## src/rtl/ica_pkg.sv

```systemverilog
`timescale 1ns / 1ps

package ica_pkg;

    // default parameter values
    localparam int FRAC_BITS_DEF    = 16;
    localparam int CORDIC_STEPS_DEF = 16;

    // register map
    localparam logic [1:0] REG_BLEND  = 2'd0;
    localparam logic [1:0] REG_BIAS_X = 2'd1;
    localparam logic [1:0] REG_BIAS_Y = 2'd2;
    localparam logic [1:0] REG_BIAS_Z = 2'd3;

    localparam logic [16:0] BLEND_RESET = 17'd64225;
    localparam logic [16:0] ALPHA_ONE   = 17'd65536;

    // pi/2 in Q2.30
    localparam logic signed [35:0] HALF_PI_Q30 = 36'sd1686629713;

    typedef enum logic [3:0] {
        S_IDLE,
        S_GMUL,
        S_GACC,
        S_SQMUL,
        S_SQACC,
        S_CHK,
        S_ROOT,
        S_ROOTW,
        S_CORD,
        S_CORDW,
        S_LOAD,
        S_BMUL0,
        S_BMUL1,
        S_BACC,
        S_DONE
    } state_t;

    typedef enum logic [1:0] {
        CD_IDLE,
        CD_NORM,
        CD_ITER
    } cd_state_t;

    // handshake between sequencer and a multi-cycle unit
    typedef struct packed {
        logic busy;
        logic done;
    } unit_stat_t;

    // atan(2^-i) in Q2.30, rounded down
    function automatic logic [29:0] atan_q30(input logic [4:0] i);
        logic [29:0] v;
        case (i)
            5'd0:  v = 30'd843314856;
            5'd1:  v = 30'd497837829;
            5'd2:  v = 30'd263043836;
            5'd3:  v = 30'd133525158;
            5'd4:  v = 30'd67021686;
            5'd5:  v = 30'd33543515;
            5'd6:  v = 30'd16775850;
            5'd7:  v = 30'd8388437;
            5'd8:  v = 30'd4194282;
            5'd9:  v = 30'd2097149;
            5'd10: v = 30'd1048575;
            5'd11: v = 30'd524287;
            5'd12: v = 30'd262143;
            5'd13: v = 30'd131071;
            5'd14: v = 30'd65535;
            5'd15: v = 30'd32767;
            5'd16: v = 30'd16383;
            5'd17: v = 30'd8191;
            5'd18: v = 30'd4095;
            5'd19: v = 30'd2047;
            5'd20: v = 30'd1023;
            5'd21: v = 30'd511;
            5'd22: v = 30'd255;
            5'd23: v = 30'd127;
            5'd24: v = 30'd63;
            5'd25: v = 30'd31;
            5'd26: v = 30'd15;
            5'd27: v = 30'd7;
            5'd28: v = 30'd3;
            5'd29: v = 30'd1;
            default: v = 30'd0;
        endcase
        return v;
    endfunction

    // saturate to 32 bit signed
    function automatic logic signed [31:0] sat32(input logic signed [51:0] v);
        logic signed [31:0] r;
        if (v > 52'sd2147483647)
            r = 32'sh7FFFFFFF;
        else if (v < -52'sd2147483648)
            r = 32'sh80000000;
        else
            r = v[31:0];
        return r;
    endfunction

endpackage

```

## src/rtl/ica_isqrt.sv

```systemverilog
`timescale 1ns / 1ps

// floor square root of a 64 bit value, one result bit per cycle
module ica_isqrt (
    input  logic                 clk,
    input  logic                 rst_n,
    input  logic                 start,
    input  logic [63:0]          radicand,
    output ica_pkg::unit_stat_t  stat,
    output logic [31:0]          root
);

    logic        busy_reg;
    logic        done_reg;
    logic [4:0]  cnt_reg;
    logic [63:0] n_reg;
    logic [63:0] res_reg;
    logic [63:0] bit_reg;
    logic [63:0] trial;

    assign trial = res_reg + bit_reg;

    // control
    always_ff @(posedge clk or negedge rst_n)
    begin
        if (!rst_n)
        begin
            busy_reg <= 1'b0;
            done_reg <= 1'b0;
            cnt_reg  <= 5'd0;
        end
        else
        begin
            done_reg <= 1'b0;
            if (start)
            begin
                busy_reg <= 1'b1;
                cnt_reg  <= 5'd0;
            end
            else if (busy_reg)
            begin
                cnt_reg <= cnt_reg + 5'd1;
                if (cnt_reg == 5'd31)
                begin
                    busy_reg <= 1'b0;
                    done_reg <= 1'b1;
                end
            end
        end
    end

    // datapath
    always_ff @(posedge clk)
    begin
        if (start)
        begin
            n_reg   <= radicand;
            res_reg <= 64'd0;
            bit_reg <= 64'd1 << 62;
        end
        else if (busy_reg)
        begin
            if (n_reg >= trial)
            begin
                n_reg   <= n_reg - trial;
                res_reg <= (res_reg >> 1) + bit_reg;
            end
            else
            begin
                res_reg <= res_reg >> 1;
            end
            bit_reg <= bit_reg >> 2;
        end
    end

    assign stat.busy = busy_reg;
    assign stat.done = done_reg;
    assign root      = res_reg[31:0];

endmodule

```

## config.mk

```make
export PLATFORM = sky130hd
export DESIGN_NAME = ica_isqrt
export DESIGN_NICKNAME = d
export VERILOG_FILES = /design/src/rtl/ica_pkg.sv /design/src/rtl/ica_isqrt.sv
export SDC_FILE = /design/constraint.sdc
export NUM_CORES = 1
export LEC_CHECK = 0
export ABC_AREA = 1
export BUFFER_PORTS_ARGS = -buffer_cell sky130_fd_sc_hd__buf_2
export CAP_MARGIN = 10
export CORE_MARGIN = 4
export CORE_UTILIZATION = 55
export CTS_BUF_LIST = sky130_fd_sc_hd__clkbuf_8
export DETAILED_ROUTE_END_ITERATION = 10
export PLACE_DENSITY = 0.8
export SLEW_MARGIN = 10
export SYNTH_ARGS = -nofsm -noshare
export SYNTH_HDL_FRONTEND = slang
export SYNTH_SLANG_ARGS = --single-unit
export TNS_END_PERCENT = 20
```

## constraint.sdc

```tcl
create_clock -name clk -period 6.85 [get_ports clk]
set_input_delay 0.3425 -clock clk [delete_from_list [all_inputs] [get_ports clk]]
set_output_delay 0.3425 -clock clk [all_outputs]
set_load 0.01 [all_outputs]
```

After elaboration in Yosys (flattened, before gate mapping)
Cells that the tools add are included.

word-level totals
  register bits = 167
  logic and storage cells = 27

operators by class
  add/subtract/negate cells = 4
  $lt $le $gt $ge = 1
  eq/ne operators = 1
  muxes and demuxes = 12
  reductions and logical operators = 3

operators by type and width
  cell                 count
  $mux 64              4
  $add 63x63->64       1
  $add 64x63->64       1
  $ge 64x64->1         1
  $sub 64x64->64       1
  $mux 5               2
  $mux 1               6
  $add 5x1->5 const B  1
  $eq 5x5->1 const B   1
  $reduce_bool 2->1    2
  $reduce_and 2->1     1

Depth between registers and ports, before layout
  depth after elaboration = 5
  mapped depth = 32

Worst setup path after synthesis
Ideal clock, no wire load.

  kind = reg-to-reg
  start = register res_reg[22]
  end = register n_reg[0] (enable)
  setup time = 524 ps
  data arrival time = 6621 ps
  required time = 6326 ps
  slack = -295 ps
  stages on the path, launching flop included = 19
  buffers on the path = 1
  clock period less this slack = 7145 ps
  path through = dfxtp_1 ha_1 nand2_1 o21ai_0 nand2_1 o21ai_0 a21oi_1 o21ai_0 nand3_1 nand2_1 xnor2_1 ha_1 nand2_1 nor3_1 nand2_1 nor2_1 a21oi_4 clkbuf_1 a31oi_1

on the way
  cells in the longest elaborated chain, start to end = 4

ends and longest elaborated chain
  what                         line             text
  start: declaration           ica_isqrt.sv:17  logic [63:0] res_reg;
  start signal: assignment     ica_isqrt.sv:66  res_reg <= (res_reg >> 1) + bit_reg;
  start signal: assignment     ica_isqrt.sv:70  res_reg <= res_reg >> 1;
  $add 64x63->64               ica_isqrt.sv:21  assign trial = res_reg + bit_reg;
  $ge 64x64->1                 ica_isqrt.sv:63  if (n_reg >= trial)
  $reduce_bool 2->1 (no line)  --
  $reduce_and 2->1 (no line)   --
  end signal: assignment       ica_isqrt.sv:57  n_reg <= radicand;
  end signal: assignment       ica_isqrt.sv:65  n_reg <= n_reg - trial;
  end: declaration             ica_isqrt.sv:16  logic [63:0] n_reg;

Every way passes these cells.
A chain may end at the register's enable or synchronous reset.

Worst setup path after layout
  start = register res_reg[22]
  end = register n_reg[44] (enable)

Same word-level chain as after synthesis.

==> results.ini <==
[power]
intPower_mw = 3.40
combinationalPowerShare_pct = 67.0
power.switching_fraction_pct = 55.4
vdd.ir_drop.worst_mv = 0.282
power.switching_mw = 4.22
clockPowerShare_pct = 9.8
cellLeakagePower_nw = 9.50
pwr-share-seq_pct = 23.2
cellPowerDensity_mw_per_mm2 = 370

[synthesis]
synth_seq_cells = 167
synth.area.top_cells = sky130_fd_sc_hd__nand2_1 21%, sky130_fd_sc_hd__inv_1 9.9%, sky130_fd_sc_hd__dfxtp_1 9.8%
syn_area_mm2 = 0.0196
postSynthNetCount = 3625
synth_top_cell_by_area = sky130_fd_sc_hd__nand2_1
yosys.cell_types.count = 49
synth_area_per_cell_um2 = 5.72
ys.warnings.count = 0
postSynthCellCount = 3425
post_synth_top_area_share_pct = 21.4
synth.yosys.seq_area_share_pct = 20.5

[clocking]
cts.hold.buffers_added = 1
clock_tree.htree_level_count = 4
tritoncts = built
cts.sink_count = 167
post_cts.resized_instances = 0
root_buffer = sky130_fd_sc_hd__clkbuf_8
clkLatencyLatePin_ns = 0.52
post_cts.repair.setup_buffers = 0
numCtsBuffers = 17
max_clock_buf_depth = 2
cts.clk_slew.worst_paths_ns = 0.11

[sta]
unrepaired_setup_endpoints_after_global_routing = false
slew_headroom_pct = 31.2
finalSetupViolCount = 0
achievable-frequency_ghz = 0.182
finalCritPeriodShare_pct = 80.1
timing.final.crit_period_ns = 5.49
skew_ns = 0.0183
finalMaxSlewViolations = 0
timing_hold_violations_final = 0
whs_ns = 0.0894
timing.setup.tns_ns = 0
tightestPinTransition_ns = 1.02

[hold_path]
worstHoldPathType = in2reg
hold-path-endpoint = n_reg[17]
hold_path_startpoint = radicand[17]
min_delay_path_depth = 3

[routing]
viasPerCell = 5.71
wl_um = 67900
post_drt_wl_per_cell_um = 17.3
drt_first_pass_iters = 8
detail_route.iter0.violations = 2366
route.antenna.remaining_nets = 0
routed-via-count = 22480
drc = 0

[worst_setup_path]
cp_num_buf_inv = 1
cp_slowest_stage_delay_ns = 0.66
crit_arrival_ns = 5.64
path_class = reg2reg
ordered_list_of_cells_on_the_worst_path = ha_1 -> nand2_1 -> o21ai_0 -> nand2_1 -> o21ai_0 -> a21oi_1 -> o21ai_0 -> nand3_1 -> nand2_1 -> xnor2_1 -> ha_1 -> nand2_1 -> nor3_1 -> nand2_1 -> nor3_2 -> nand2_4 -> a31oi_4 -> buf_4
critPathMaxFanout = 64
timing.reg2reg.setup_slack_ns = 1.36
cp_slowest_cell = sky130_fd_sc_hd__buf_4
worst_path_most_repeated_cell = sky130_fd_sc_hd__nand2_1
rr_startpoint = res_reg[22]
cp-end-kind = register
critPathRequiredTime_ns = 7.00
cp_top_family = simple AND/OR/NAND/NOR gates
crit-reg2reg-capture = n_reg[44]
timing.reg2reg.worst_path_depth = 18
kind_of_launch_point_of_the_worst_setup_path = register

[grt]
grt_pass1_vias = 20417
initial_antenna_violation_count = 0
grt_start_max_net_pins = 94
grt-ovfl-total = 0
global_route.usage.total_pct = 34.0
grt_first_pass_wirelength_um = 105000

[cells_and_area]
syn2layout_area_growth_pct = 5.21
final_net_count = 3666
final-instance-count-excl-fill = 3934
ratio_of_cells_with_drive_above_1_in_the_final_layout_pct = 5.35
num_antenna_cells = 0
filler_cell_count = 3640

[outcome]
run_status = finished clean

[die]
floorplan.initialDensity_pct = 56.3
die_area_mm2 = 0.0387
die-height_um = 197
die_w_um = 197
top_level_ports = 101
core_area_mm2 = 0.0348
core.rowCount = 68

[placement]
place.port_buffers = 100
gp_congestion = 1.08
post-dp-hpwl_um = 55100
place_inst = 3901

[flow_run]
timing.max_cap.violations = 0

[metrics by stage]
step | worst slack (ns) | power (mW) | cell area (um2) | util, %
floorplan | 1.26 | 5.49 | 19600 | -
global placement | 1.61 | 6.63 | 20200 | 58.0
detailed placement | 1.55 | 6.69 | 20200 | 58.0
CTS | 1.51 | 7.45 | 20600 | 59.2
global route | 0.991 | 8.25 | 20600 | 59.2
finish | 1.36 | 7.63 | 20600 | 59.2
[worst max path at each step]
stage	from	endpoint	slack, ns	depth (start not counted)
6_report	res_reg[22]	n_reg[44]	1.36	18
3_3_place_gp	res_reg[22]	n_reg[57]	1.61	18
3_5_place_dp	res_reg[22]	n_reg[61]	1.55	18
2_1_floorplan	res_reg[22]	n_reg[0]	1.26	18
5_1_grt	res_reg[22]	res_reg[46]	0.99	20
4_1_cts	res_reg[22]	n_reg[41]	1.51	18
[final cells by class]
cell class / count / area, um2 / area share [%]
sequential: 167 / 4020 / 19.5
inverter: 528 / 1980 / 9.62
tap: 455 / 569 / 2.76
multi-input combinational: 2644 / 13100 / 63.5
clock inverter: 15 / 156 / 0.759
timing repair buffer: 108 / 563 / 2.73
clock buffer: 17 / 234 / 1.14
[cells in the mapped netlist (all sizes together)]
library cell and number:
o22ai 31, a21oi 184, a22o 1, ha 132, clkinv 1, a21o 12, a21boi 4, a31oi 8
xnor2 44, edfxtp 64, o21a 6, nor4 8, nor3b 1, xor2 38, nand3b 22, buf 52
dfrtp 7, o21bai 27, fa 1, nand3 323, o21ai 188, clkbuf 34, a211oi 1, nor2 390
nand4 26, and2 1, nand2 1122, o2bb2ai 1, dfxtp 96, or2 21, o211ai 5, inv 527
nor3 45, o2111ai 2
[per-layer routing]
metal	vias to the layer above	track usage [%]	part of all wire (%)
met1	9920	46.4	41
met5	-	0	0
met4	0	16.6	5.9
li1	11047	-	-
met3	217	4.02	9.9
met2	1296	53.6	43
[layout by cell type (no fill, tap or decap), drive strengths merged, types with 2 or more instances in the layout]
cell     count
nor4         8
o21bai      27
nor2       390
o22ai       31
clkbuf      17
o21a         6
a21o        12
or2         21
o2111ai      2
dfxtp       96
xor2        38
buf        107
xnor2       44
nand4       26
a21oi      184
nand3b      22
nand2     1122
o211ai       5
nor3        45
a21boi       4
edfxtp      64
clkinv       6
inv        536
dfrtp        7
ha         132
nand3      323
a31oi        8
o21ai      188
[power groups by stage]
stage / combinational (mW) / sequential (mW) / clock [mW]
after CTS: 4.96 / 1.75 / 0.748
after detailed placement: 4.93 / 1.77 / 0
after global routing: 5.67 / 1.79 / 0.788
after global placement: 4.86 / 1.76 / 0
final: 5.11 / 1.77 / 0.750
after floorplan: 3.86 / 1.64 / 0
[cell families (layout without fill, tap and decap cells)]
group	Yosys count	count (layout)	synth area share, %
xor+xnor	82	82	3.67
simple gates	1959	1959	41.3
buf+inv	614	668	12.8
flops	167	167	20.5
compound gates	470	470	13.1
fa+ha+maj	133	133	8.54
[worst register-to-register path: stages (launching register included)]
cell                      delay, ns
sky130_fd_sc_hd__dfxtp_1       0.45
sky130_fd_sc_hd__ha_1          0.45
sky130_fd_sc_hd__nand2_1       0.11
sky130_fd_sc_hd__o21ai_0       0.36
sky130_fd_sc_hd__nand2_1       0.16
sky130_fd_sc_hd__o21ai_0       0.39
sky130_fd_sc_hd__a21oi_1       0.07
sky130_fd_sc_hd__o21ai_0       0.31
sky130_fd_sc_hd__nand3_1       0.15
sky130_fd_sc_hd__nand2_1       0.13
sky130_fd_sc_hd__xnor2_1       0.07
sky130_fd_sc_hd__ha_1          0.36
sky130_fd_sc_hd__nand2_1       0.13
sky130_fd_sc_hd__nor3_1        0.24
sky130_fd_sc_hd__nand2_1       0.16
sky130_fd_sc_hd__nor3_2        0.25
sky130_fd_sc_hd__nand2_4       0.31
sky130_fd_sc_hd__a31oi_4       0.26
sky130_fd_sc_hd__buf_4         0.66
(Power assumes the default switching activity.)
